`config.mk`:
```
export PLATFORM = sky130hd
export DESIGN_NAME = battery_display_level_smoother
export DESIGN_NICKNAME = d
export VERILOG_FILES = /design/src/bdls_pkg.sv /design/src/battery_display_level_smoother.sv
export SDC_FILE = /design/constraint.sdc
export NUM_CORES = 1
export LEC_CHECK = 0
export BUFFER_PORTS_ARGS = -buffer_cell sky130_fd_sc_hd__buf_2
export CELL_PAD_IN_SITES_DETAIL_PLACEMENT = 0
export CELL_PAD_IN_SITES_GLOBAL_PLACEMENT = 1
export CORE_UTILIZATION = 36
export DETAILED_ROUTE_END_ITERATION = 7
export PLACE_DENSITY = 0.6
export SYNTH_ARGS = -nofsm -noshare
export SYNTH_HDL_FRONTEND = slang
export SYNTH_SLANG_ARGS = --single-unit
```
`constraint.sdc`:
```
create_clock -name i_clk -period 12.3 [get_ports i_clk]
set_clock_uncertainty 0.05 [all_clocks]
set_input_delay 0 -clock i_clk [delete_from_list [all_inputs] [get_ports i_clk]]
set_output_delay 0 -clock i_clk [all_outputs]
set_load 0.005 [all_outputs]
```
`src/bdls_pkg.sv`:
```
// ----------------------------------------------------------------------------
// Battery display level smoother: shared definitions
// Field widths, charger and mode codes, and the reset value of the ramp
// length register.
// ----------------------------------------------------------------------------
package bdls_pkg;

    // Field widths
    localparam int unsigned CS_W    = 2;
    localparam int unsigned LEVEL_W = 7;
    localparam int unsigned TIME_W  = 32;
    localparam int unsigned MODE_W  = 3;
    localparam int unsigned TRANS_W = 16;

    // Full charge in percent
    localparam logic [LEVEL_W-1:0] FULL_LEVEL = 7'd100;

    // Ramp length after reset, in seconds
    localparam logic [TRANS_W-1:0] TRANSITION_RESET = 16'd900;

    // Charger status codes; anything else means no usable power source
    localparam logic [CS_W-1:0] CS_FULL     = 2'd0;
    localparam logic [CS_W-1:0] CS_CHARGING = 2'd1;

    // Display modes, as reported on the output
    localparam logic [MODE_W-1:0] MODE_INACTIVE = 3'd0;
    localparam logic [MODE_W-1:0] MODE_WAIT_EOC = 3'd1;
    localparam logic [MODE_W-1:0] MODE_RECHARGE = 3'd2;
    localparam logic [MODE_W-1:0] MODE_OVERLOAD = 3'd3;
    localparam logic [MODE_W-1:0] MODE_NO_POWER = 3'd4;

    // Ramp arithmetic: numerator 201*T - 2*(100-level)*elapsed fits in 25 bits
    localparam int unsigned ACC_W  = 25;
    // Multiplier digits: the constant 201 and twice the level deficit
    localparam int unsigned MULD_W = 8;
    localparam logic [MULD_W-1:0] RAMP_TOP_FACTOR = 8'd201;

endpackage

```
`src/battery_display_level_smoother.sv`:
```
// ----------------------------------------------------------------------------
// Battery display level smoother
// Turns charger status, gauge level and a seconds timestamp into the level to
// display, holding 100 through the recharge cycle and ramping down linearly
// to the true level when power is lost or the battery is overloaded.
// ----------------------------------------------------------------------------
//
//  Channel   Direction  Handshake                  Payload
//  -------   ---------  -------------------------  ------------------------------
//  in        input      i_in_valid / o_in_stall    charger_state, gauge_level,
//                                                  now_seconds
//  out       output     o_out_valid / i_out_stall  shown_level, mode_now
//  cfg       input      i_cfg_wr_en                transition_seconds
//
//  Outside a ramp an update goes from the input registers through S_EVAL into
//  the result register and, in S_OUT, into the output register. During a ramp
//  the ramp numerator is built in S_MUL one multiplier bit per cycle and then
//  divided by twice the ramp length in S_DIV one quotient bit per cycle, before
//  S_FIN sets the result and S_OUT moves it out.
//  One update is in work at a time; the next is taken once the current result
//  has moved into the output register, which holds it while i_out_stall is
//  high. Reset is synchronous and active low and restores the inactive mode.
//
module battery_display_level_smoother (
    input  logic                            i_clk,
    input  logic                            i_rst_n,
    // Configuration write
    input  logic                            i_cfg_wr_en,
    input  logic [bdls_pkg::TRANS_W-1:0]    i_cfg_wr_data,
    // Input channel
    input  logic                            i_in_valid,
    output logic                            o_in_stall,
    input  logic [bdls_pkg::CS_W-1:0]       i_charger_state,
    input  logic [bdls_pkg::LEVEL_W-1:0]    i_gauge_level,
    input  logic [bdls_pkg::TIME_W-1:0]     i_now_seconds,
    // Output channel
    output logic                            o_out_valid,
    input  logic                            i_out_stall,
    output logic [bdls_pkg::LEVEL_W-1:0]    o_shown_level,
    output logic [bdls_pkg::MODE_W-1:0]     o_mode_now
);

    typedef enum logic [2:0] {
        S_IDLE,
        S_EVAL,
        S_MUL,
        S_DIV,
        S_FIN,
        S_OUT
    } t_state;

    // Registers
    t_state                           r_state, n_state;
    logic [bdls_pkg::TRANS_W-1:0]     r_trans, n_trans;
    logic [bdls_pkg::MODE_W-1:0]      r_mode, n_mode;
    logic [bdls_pkg::LEVEL_W-1:0]     r_mark, n_mark;
    logic [bdls_pkg::TIME_W-1:0]      r_ramp_start, n_ramp_start;
    logic [bdls_pkg::CS_W-1:0]        r_cs, n_cs;
    logic [bdls_pkg::LEVEL_W-1:0]     r_lvl, n_lvl;
    logic [bdls_pkg::TIME_W-1:0]      r_now, n_now;
    logic [bdls_pkg::ACC_W-1:0]       r_acc, n_acc;
    logic [bdls_pkg::ACC_W-1:0]       r_ta, n_ta;
    logic [bdls_pkg::ACC_W-1:0]       r_ea, n_ea;
    logic [bdls_pkg::MULD_W-1:0]      r_mt, n_mt;
    logic [bdls_pkg::MULD_W-1:0]      r_md, n_md;
    logic [bdls_pkg::ACC_W-1:0]       r_div, n_div;
    logic [bdls_pkg::LEVEL_W-1:0]     r_q, n_q;
    logic [2:0]                       r_cnt, n_cnt;
    logic [bdls_pkg::LEVEL_W-1:0]     r_res_level, n_res_level;
    logic [bdls_pkg::MODE_W-1:0]      r_res_mode, n_res_mode;
    logic                             r_out_valid, n_out_valid;
    logic [bdls_pkg::LEVEL_W-1:0]     r_out_level, n_out_level;
    logic [bdls_pkg::MODE_W-1:0]      r_out_mode, n_out_mode;

    // Helper signals
    logic                             in_xfer;
    logic                             out_xfer;
    logic [bdls_pkg::LEVEL_W-1:0]     lvl_clamped;
    logic [bdls_pkg::TRANS_W-1:0]     eff_trans;
    logic [bdls_pkg::TIME_W-1:0]      elapsed;
    logic                             ramp_over;
    logic [bdls_pkg::LEVEL_W-1:0]     deficit;
    logic [bdls_pkg::ACC_W-1:0]       acc_step;
    logic                             div_fits;

    assign in_xfer  = i_in_valid && (r_state == S_IDLE);
    assign out_xfer = r_out_valid && !i_out_stall;

    assign o_in_stall    = (r_state != S_IDLE);
    assign o_out_valid   = r_out_valid;
    assign o_shown_level = r_out_level;
    assign o_mode_now    = r_out_mode;

    // Levels above full count as full
    assign lvl_clamped = (i_gauge_level > bdls_pkg::FULL_LEVEL) ? bdls_pkg::FULL_LEVEL
                                                                  : i_gauge_level;

    // A ramp length of zero behaves as one second
    assign eff_trans = (r_trans == '0) ? {{(bdls_pkg::TRANS_W-1){1'b0}}, 1'b1} : r_trans;

    // Time since the ramp began, modulo 2^32
    assign elapsed   = r_now - r_ramp_start;
    assign ramp_over = elapsed > {{(bdls_pkg::TIME_W-bdls_pkg::TRANS_W){1'b0}}, eff_trans};
    assign deficit   = bdls_pkg::FULL_LEVEL - r_lvl;

    // One multiplier bit: add T<<k for the constant, subtract elapsed<<k for 2*deficit
    assign acc_step = r_acc + (r_mt[0] ? r_ta : '0) - (r_md[0] ? r_ea : '0);

    // One restoring division bit
    assign div_fits = (r_acc >= r_div);

    // Next-state logic
    always_comb begin
        n_state      = r_state;
        n_trans      = r_trans;
        n_mode       = r_mode;
        n_mark       = r_mark;
        n_ramp_start = r_ramp_start;
        n_cs         = r_cs;
        n_lvl        = r_lvl;
        n_now        = r_now;
        n_acc        = r_acc;
        n_ta         = r_ta;
        n_ea         = r_ea;
        n_mt         = r_mt;
        n_md         = r_md;
        n_div        = r_div;
        n_q          = r_q;
        n_cnt        = r_cnt;
        n_res_level  = r_res_level;
        n_res_mode   = r_res_mode;
        n_out_valid  = r_out_valid;
        n_out_level  = r_out_level;
        n_out_mode   = r_out_mode;

        // Configuration write
        if (i_cfg_wr_en) begin
            n_trans = i_cfg_wr_data;
        end

        // The output register empties on a transfer
        if (out_xfer) begin
            n_out_valid = 1'b0;
        end

        case (r_state)
            S_IDLE: begin
                if (in_xfer) begin
                    n_cs    = i_charger_state;
                    n_lvl   = lvl_clamped;
                    n_now   = i_now_seconds;
                    n_state = S_EVAL;
                end
            end

            S_EVAL: begin
                // By default the true level is shown and the mode stays
                n_res_level = r_lvl;
                n_res_mode  = r_mode;
                n_state     = S_OUT;
                case (r_mode)
                    bdls_pkg::MODE_INACTIVE, bdls_pkg::MODE_WAIT_EOC: begin
                        if ((r_mode == bdls_pkg::MODE_WAIT_EOC) ||
                            (r_lvl >= bdls_pkg::FULL_LEVEL)) begin
                            if (r_mode == bdls_pkg::MODE_INACTIVE) begin
                                n_mark = '0;
                            end
                            if (r_cs == bdls_pkg::CS_FULL) begin
                                n_res_mode  = bdls_pkg::MODE_RECHARGE;
                                n_res_level = bdls_pkg::FULL_LEVEL;
                            end else if (r_cs != bdls_pkg::CS_CHARGING) begin
                                n_ramp_start = r_now;
                                n_res_mode   = bdls_pkg::MODE_NO_POWER;
                                n_res_level  = bdls_pkg::FULL_LEVEL;
                            end else begin
                                n_res_mode = bdls_pkg::MODE_WAIT_EOC;
                            end
                        end
                    end

                    bdls_pkg::MODE_RECHARGE: begin
                        n_res_level = bdls_pkg::FULL_LEVEL;
                        if (r_cs == bdls_pkg::CS_FULL) begin
                            n_mark = '0;
                        end else if (r_cs == bdls_pkg::CS_CHARGING) begin
                            if (r_mark == '0) begin
                                n_mark = r_lvl;
                            end else if (r_lvl < r_mark) begin
                                // Draining while on the charger: overloaded
                                n_ramp_start = r_now;
                                n_res_mode   = bdls_pkg::MODE_OVERLOAD;
                            end
                        end else begin
                            n_ramp_start = r_now;
                            n_res_mode   = bdls_pkg::MODE_NO_POWER;
                        end
                    end

                    bdls_pkg::MODE_OVERLOAD, bdls_pkg::MODE_NO_POWER: begin
                        if (ramp_over) begin
                            n_res_mode = bdls_pkg::MODE_INACTIVE;
                        end else begin
                            // Start the serial product for the ramp numerator
                            n_acc   = '0;
                            n_ta    = {{(bdls_pkg::ACC_W-bdls_pkg::TRANS_W){1'b0}}, eff_trans};
                            n_ea    = {{(bdls_pkg::ACC_W-bdls_pkg::TRANS_W){1'b0}},
                                       elapsed[bdls_pkg::TRANS_W-1:0]};
                            n_mt    = bdls_pkg::RAMP_TOP_FACTOR;
                            n_md    = {deficit, 1'b0};
                            n_cnt   = '0;
                            n_state = S_MUL;
                        end
                    end

                    default: begin
                        n_res_mode = bdls_pkg::MODE_WAIT_EOC;
                    end
                endcase
            end

            S_MUL: begin
                n_acc = acc_step;
                n_ta  = {r_ta[bdls_pkg::ACC_W-2:0], 1'b0};
                n_ea  = {r_ea[bdls_pkg::ACC_W-2:0], 1'b0};
                n_mt  = {1'b0, r_mt[bdls_pkg::MULD_W-1:1]};
                n_md  = {1'b0, r_md[bdls_pkg::MULD_W-1:1]};
                n_cnt = r_cnt + 3'd1;
                if (r_cnt == 3'd7) begin
                    // Divisor 2*T aligned to the top quotient bit
                    n_div   = {2'b00, eff_trans, {(bdls_pkg::LEVEL_W){1'b0}}};
                    n_q     = '0;
                    n_cnt   = '0;
                    n_state = S_DIV;
                end
            end

            S_DIV: begin
                if (div_fits) begin
                    n_acc = r_acc - r_div;
                end
                n_q   = {r_q[bdls_pkg::LEVEL_W-2:0], div_fits};
                n_div = {1'b0, r_div[bdls_pkg::ACC_W-1:1]};
                n_cnt = r_cnt + 3'd1;
                if (r_cnt == 3'd6) begin
                    n_state = S_FIN;
                end
            end

            S_FIN: begin
                n_state = S_OUT;
                if ((r_q == r_lvl) && (r_q != bdls_pkg::FULL_LEVEL)) begin
                    // Ramp has met the true level: ramp finished
                    n_res_level = r_lvl;
                    n_res_mode  = bdls_pkg::MODE_INACTIVE;
                end else begin
                    n_res_level = r_q;
                    n_res_mode  = r_mode;
                    if ((r_cs == bdls_pkg::CS_CHARGING) && (r_q == bdls_pkg::FULL_LEVEL) &&
                        (r_lvl >= r_mark)) begin
                        n_res_mode = bdls_pkg::MODE_RECHARGE;
                        n_mark     = r_q;
                    end
                end
            end

            S_OUT: begin
                // Move the result out once the output register is free
                if (!r_out_valid || !i_out_stall) begin
                    n_out_valid = 1'b1;
                    n_out_level = r_res_level;
                    n_out_mode  = r_res_mode;
                    n_mode      = r_res_mode;
                    n_state     = S_IDLE;
                end
            end

            default: begin
                n_state = S_IDLE;
            end
        endcase
    end

    // State and registered outputs
    always_ff @(posedge i_clk) begin
        if (!i_rst_n) begin
            r_state      <= S_IDLE;
            r_trans      <= bdls_pkg::TRANSITION_RESET;
            r_mode       <= bdls_pkg::MODE_INACTIVE;
            r_mark       <= '0;
            r_ramp_start <= '0;
            r_out_valid  <= 1'b0;
            r_cnt        <= '0;
        end else begin
            r_state      <= n_state;
            r_trans      <= n_trans;
            r_mode       <= n_mode;
            r_mark       <= n_mark;
            r_ramp_start <= n_ramp_start;
            r_out_valid  <= n_out_valid;
            r_cnt        <= n_cnt;
        end
        r_cs        <= n_cs;
        r_lvl       <= n_lvl;
        r_now       <= n_now;
        r_acc       <= n_acc;
        r_ta        <= n_ta;
        r_ea        <= n_ea;
        r_mt        <= n_mt;
        r_md        <= n_md;
        r_div       <= n_div;
        r_q         <= n_q;
        r_res_level <= n_res_level;
        r_res_mode  <= n_res_mode;
        r_out_level <= n_out_level;
        r_out_mode  <= n_out_mode;
    end

endmodule
```
==> results of run 1 <==
==> stage by stage <==
step	area (sq um)	setup slack (ns)	power (uW)	utilization	hold WS, ns
global route	18600	5.32	3520	0.431	0.0628
global placement	16700	5.98	2360	0.387	0.127
detailed placement	16700	5.87	2370	0.387	0.128
finish	18600	5.86	3280	0.431	0.0872
CTS	18600	5.85	3320	0.431	0.0595
floorplan	15800	5.93	2050	-	0.0489
==> area by class of cell <==
type                            instances  area [sq um]  share of cell area
Tap cell                              585           732              0.0394
Timing Repair Buffer                  168          1290              0.0694
Inverter                              173           649              0.0349
Sequential cell                       247          6770               0.364
Multi-Input combinational cell       1164          8130               0.437
Clock inverter                         12           113             0.00605
Clock buffer                           44           917              0.0493
==> cell usage after synthesis, drive strengths merged, types with 34 or more instances <==
master	number	area, sq um
and2	63	394
nand2	164	616
o21ai	89	449
nor2	140	526
ha	106	1330
mux2i	50	500
a21o	34	255
dfxtp	65	1300
inv	173	649
a21oi	84	432
clkbuf	56	210
xor2	35	307
edfxtp	182	5470
==> path summary, 6_finish.rpt <==
| kind | startpoint | endpoint | slack, ns |
|---|---|---|---|
| worst min-delay path | i_now_seconds[7] | r_now[7]$_DFFE_PP_ | 0.09 |
| worst max-delay path | r_now[0]$_DFFE_PP_ | r_ea[1]$_DFFE_PP_ | 5.86 |
| worst max register to register | r_now[0]$_DFFE_PP_ | r_ea[1]$_DFFE_PP_ | 5.86 |
| worst min register to register | r_res_level[0]$_DFFE_PP_ | o_shown_level[0]$_DFFE_PP_ | 0.37 |
==> cells in the final DEF (no fill, tap or decap), types with 8 or more instances in the layout <==
master	Yosys	final
xor2_1	35	35
o22ai_1	8	8
a221oi_1	8	8
nand3_1	33	33
inv_1	172	172
buf_4	1	10
edfxtp_1	182	182
xnor2_1	33	33
mux2i_1	50	50
buf_2	8	73
dfxtp_1	65	64
o21ai_0	82	82
a211oi_1	25	25
nor2b_1	18	18
clkbuf_16	0	33
nand4_1	13	13
dlygate4sd3_1	0	85
nor4_1	10	10
fa_1	26	26
o21bai_1	8	8
nand2_1	164	164
and2_1	63	63
a21o_1	34	33
or2_2	8	8
nor3_1	25	25
a31oi_1	15	15
and3_1	16	16
nor2_1	140	137
nand2b_1	19	19
ha_1	106	106
or3_1	11	11
o211ai_1	13	13
a21oi_1	81	81
o21a_1	18	18
==> worst reg2reg max path, cell delays in order (launching register included) <==
cell and delay, ns:
edfxtp_1 0.38, inv_1 0.07, ha_1 0.16, inv_1 0.06, fa_1 0.42, a211o_1 0.32, a21oi_1 0.23, o21ai_2 0.17
nand3_1 0.12, nand2_1 0.07, and2_1 0.18, o21a_1 0.16, nor2_1 0.11, xnor2_1 0.19, ha_1 0.30, nand4_1 0.12
nor3_1 0.09, a21boi_0 0.13, a2111oi_0 0.30, a22oi_1 0.20, nor4_1 0.32, nand4_1 0.12, or4_4 0.56, nor3b_4 0.35
a21o_2 0.18, buf_4 0.67
==> report_power, final <==
| part | leakage [uW] | switching (uW) | internal (uW) |
|---|---|---|---|
| registers | 0.00226 | 70.2 | 1030 |
| logic | 0.00465 | 752 | 525 |
| clock network | 0.000503 | 353 | 555 |
| total | 0.00741 | 1180 | 2110 |
==> state kept, by name (all words and copies together) (netlist names), 8 cells and up <==
name and flops:
r_trans 16, r_ea 25, r_now 32, r_mt 8
r_md 8, r_ta 25, r_ramp_start 32, r_div 23
r_acc 25
==> routing by layer <==
layer	global-route usage	vias up
met5	0	-
met1	0.268	5674
met3	0.0211	42
met2	0.291	162
li1	-	6118
met4	0.0400	0
==> cell families after synthesis <==
family	synth area share
and+or+nand+nor	0.171
AOI/OAI and AO/OA	0.154
DFF	0.428
buffers and inverters	0.0586
adders and majority gates	0.117
xor gates and xnor gates	0.0377
muxes	0.0338
==> out/metrics.yaml, run 1 <==
io-pin-count: 74
met2_length_mm: 17.7
p_per_area_nw_per_um2: 177
vias: 12000
ant_nets: 0
vdd_ir_drop_max_mv: 0.147
reg2regPathDepth: 25
cts.path.max_buffers: 3
hold-path-cell-count: 2
synth_nets: 1846
grt_max_degree: 67
critPathMaxFanout: 66
routed_wl_mm: 40.3
cts_resized: 0
grt.overflow.total: 0
fin_crit_sh: 0.523
critPathTopFamily: "simple AND/OR/NAND/NOR gates"
firstDrtPassIters: 5
syn-cell-area_sq_um: 15800
syn-mean-instance-area_sq_um: 9.56
cp.depth: 25
min_path_type: "in -> reg"
p_leak_uw: 0.00741
drv_cap: 0
grt_use_total: 0.184
tns_ns: 0
num_rows: 76
gp_congestion: 0.827
grt_pass1_wl_mm: 65.7
synth_ff_type: "edfxtp_1"
drtIter0Drc: 666
fp.dieH_microns: 211
dp.cells: 2252
n_fill_cell: 4321
cts.sinks: 247
hold_viol: 0
async_flop_share: 0
hpwl_mm: 29.5
post_cts_buffers: 0
status: "completed"
min_period_ns: 6.44
crit_path_start_kind: "flop"
cp_slowest_stage_delay_ns: 0.67
worstPathArrival_ns: 6.58
met1_length_mm: 20.7
ys_ff_latch: 247
die_w_microns: 211
yosysSeqAreaShare: 0.428
htreeDepth: 1
crit_buf_inv: 3
routed.top_layer: "met4"
rsz0062_at_grt: "no"
synth_warnings: 0
portBuffers: 73
synth_cells: 1652
wire_per_inst_microns: 16.8
n_antenna_cell: 0
vias_per_cell: 5.01
critical_path.slowest_cell: "buf_4"
drc: 0
fmax_ghz: 0.155
start_util: 0.366
coreArea_sq_um: 43200
critPathCaptureType: "flop"
instances_no_fill: 2393
cts_tree: "built"
grt_pass1_vias: 12200
hold_buffers: 85
synth.distinct_cells: 85
clockRootBuffer: "clkbuf_16"
required_ns: 12.45
setup_viol: 0
worstSkewPairLatency_ns: 0.57
synth_edf_count: 182
maxSlewHeadroom: 0.221
antenna_found_initial: 0
drv_slew: 0
nNetsFinal: 1978
tightestPinTransition_ns: 1.16
clk_pin_slew_worst_paths_ns: 0.06
worstSetupPathType: "reg -> reg"
wl_met3_mm: 1.19
drive_above_1_share: 0.0940
area_growth_pct: 17.7
numCtsBuffers: 30
dieArea_sq_um: 44700
Power figures use the tool's default switching activity.
==> run 2, diff against run 1 <==
PLACE_DENSITY = 0.63   (was 0.6)
clock period = 5.35 ns   (was 12.3 ns; I/O delays follow)
==> out/metrics.yaml, run 2 (synthesized netlist as in run 1, its figures left out) <==
antenna_found_initial: 0  # unchanged
grt_pass1_wl_mm: 64.3  # was 65.7 mm
grt_use_total: 0.181  # was 0.184
numCtsBuffers: 28  # was 30
grt_max_degree: 49  # was 67
power_frac_seq: 0.336  # was 0.334
gp_congestion: 0.826  # was 0.827
drive_above_1_share: 0.118  # was 0.0940
clockRootBuffer: "clkbuf_16"  # unchanged
n_fill_cell: 4242  # was 4321
wire_per_inst_microns: 16.6  # was 16.8 microns
dp.cells: 2270  # was 2252
hpwl_mm: 29.1  # was 29.5 mm
power_switching_uw: 2700  # was 1180 uW
fp.dieH_microns: 211  # unchanged
grt_pass1_vias: 12000  # was 12200
layout_commonest_cell: "edfxtp_1"  # unchanged
clockPowerShare: 0.256  # was 0.277
drv_slew: 0  # unchanged
tns_ns: 0  # unchanged
nNetsFinal: 2012  # was 1978
min_path_type: "in -> reg"  # unchanged
drtIter0Drc: 647  # was 666
vias_per_cell: 5.05  # was 5.01
cts.sinks: 247  # unchanged
hold_viol: 0  # unchanged
reg.largest.list: "r_now x32, r_ramp_start x32"  # unchanged
clk_pin_slew_worst_paths_ns: 0.06  # about the same
required_ns: 5.56  # was 12.45 ns
vdd_ir_drop_max_mv: 0.241  # was 0.147 mV
worstSkewPairLatency_ns: 0.56  # was 0.57 ns
layout_common_cells: "edfxtp_1, inv_1, nand2_1"  # unchanged
instances_no_fill: 2425  # was 2393
grt.overflow.total: 0  # unchanged
die_w_microns: 211  # unchanged
coreArea_sq_um: 43200  # unchanged
min_period_ns: 5.34  # was 6.44 ns
fin_crit_sh: 0.999  # was 0.523
drc: 0  # unchanged
fmax_ghz: 0.187  # was 0.155 GHz
combPwrFrac: 0.408  # was 0.389
setup_ws_ns: 0.00596  # was 5.86 ns
rsz0062_at_grt: "yes"  # was no
cts_tree: "built"  # unchanged
whs_ns: 0.101  # was 0.0872 ns
start_util: 0.366  # unchanged
htreeDepth: 1  # unchanged
cts.path.max_buffers: 3  # unchanged
firstDrtPassIters: 5  # unchanged
power.total_uw: 7520  # was 3280 uW
worstSetupPathType: "reg -> reg"  # unchanged
p_leak_uw: 0.00762  # was 0.00741 uW
area_growth_pct: 20.6  # was 17.7%
portBuffers: 73  # unchanged
status: "completed"  # unchanged
dieArea_sq_um: 44700  # unchanged
worstPathArrival_ns: 5.55  # was 6.58 ns
ant_nets: 0  # unchanged
critPathCaptureType: "flop"  # unchanged
p_int_uw: 4810  # was 2110 uW
vias: 12300  # was 12000
critPathMaxFanout: 13  # was 66
crit_path_start_kind: "flop"  # unchanged
maxSlewHeadroom: 0.260  # was 0.221
n_antenna_cell: 0  # unchanged
tightestPinTransition_ns: 1.11  # was 1.16 ns
setup_viol: 0  # unchanged
drv_cap: 0  # unchanged
p_per_area_nw_per_um2: 395  # was 177 nW/um^2
routed_wl_mm: 40.3  # about the same
place_ws_ns: -0.167  # was 5.87 ns
io-pin-count: 74  # unchanged
num_rows: 76  # unchanged
switching_share: 0.360  # was 0.358
-- run 2: cell types whose count changed in the layout (fill, tap and decap cells not counted), sizes merged --
cell,change
clkbuf,+4
buf,+33
clkinv,-1
bufinv,-2
clkinvlp,-1
bufbuf,+1
dlygate4sd3,-2
-- run 2: per-stage QoR --
step,utilization,cell area [sq um]
floorplan,-,15800
global placement,0.392,16900
detailed placement,0.392,16900
CTS,0.438,18900
global route,0.441,19100
finish,0.441,19100
-- run 2: power by group through the flow --
stage / Clock (uW) / Combinational [uW] / Sequential (uW)
floorplan: 0 / 2240 / 2480
global placement: 0 / 2900 / 2560
detailed placement: 0 / 2910 / 2560
CTS: 1970 / 3010 / 2530
global route: 2050 / 3460 / 2550
finish: 1930 / 3060 / 2530
-- run 2: worst max-delay path, cell delays in order, from the launching register on --
cell and delay (ns):
edfxtp_1 0.38, inv_1 0.07, ha_2 0.17, inv_2 0.04, fa_2 0.33, a211o_1 0.33
a21oi_2 0.18, o21ai_2 0.10, nand3_1 0.09, nand2_1 0.07, and2_4 0.17, o21a_1 0.17
nor2_2 0.11, xnor2_2 0.14, ha_1 0.27, nand4_1 0.12, nor3_2 0.05, a21boi_2 0.16
a2111oi_4 0.30, a22oi_2 0.11, nor4_2 0.15, nand4_1 0.12, or4_4 0.55, nor3b_4 0.29
buf_4 0.16, o21a_4 0.18, buf_12 0.16
-- run 2: what timing repair did --
action / in CTS / in global routing
hold buffers: 83 / 0
resized for setup: 13 / 6
setup buffers: 6 / 6
hold endpoints to repair: 71 / 0
endpoints found under the setup margin: 91 / 100
cloned: 4 / 5
pin swaps: 0 / 3
-- run 2: final cells by class --
cell class	count	area [sq um]	share of cell area
well taps	585	732	0.0384
repair buffers	204	1760	0.0924
inverters	173	649	0.0341
clock buffers	44	896	0.0470
clock inverters	8	41.3	0.00217
multi-input cells	1164	8210	0.431
flip-flops and latches	247	6770	0.355
-- run 2: layer usage --
layer / vias up / GRT usage / wire length, microns
met5: - / 0 / 0
met4: 0 / 0.0550 / 1010
met3: 60 / 0.0190 / 1320
met2: 200 / 0.293 / 18300
met1: 5807 / 0.254 / 19700
li1: 6184 / - / -
-- run 2: final timing paths --
kind / to / cells past startpoint / slack, ns / startpoint
worst min register to register: o_shown_level[4]$_DFFE_PP_ / 0 / 0.37 / r_res_level[4]$_DFFE_PP_
worst max register to register: r_acc[23]$_DFFE_PP_ / 26 / 0.006 / r_now[0]$_DFFE_PP_
worst max-delay path: r_acc[23]$_DFFE_PP_ / 26 / 0.006 / r_now[0]$_DFFE_PP_
worst min-delay path: r_now[12]$_DFFE_PP_ / 2 / 0.10 / i_now_seconds[12]
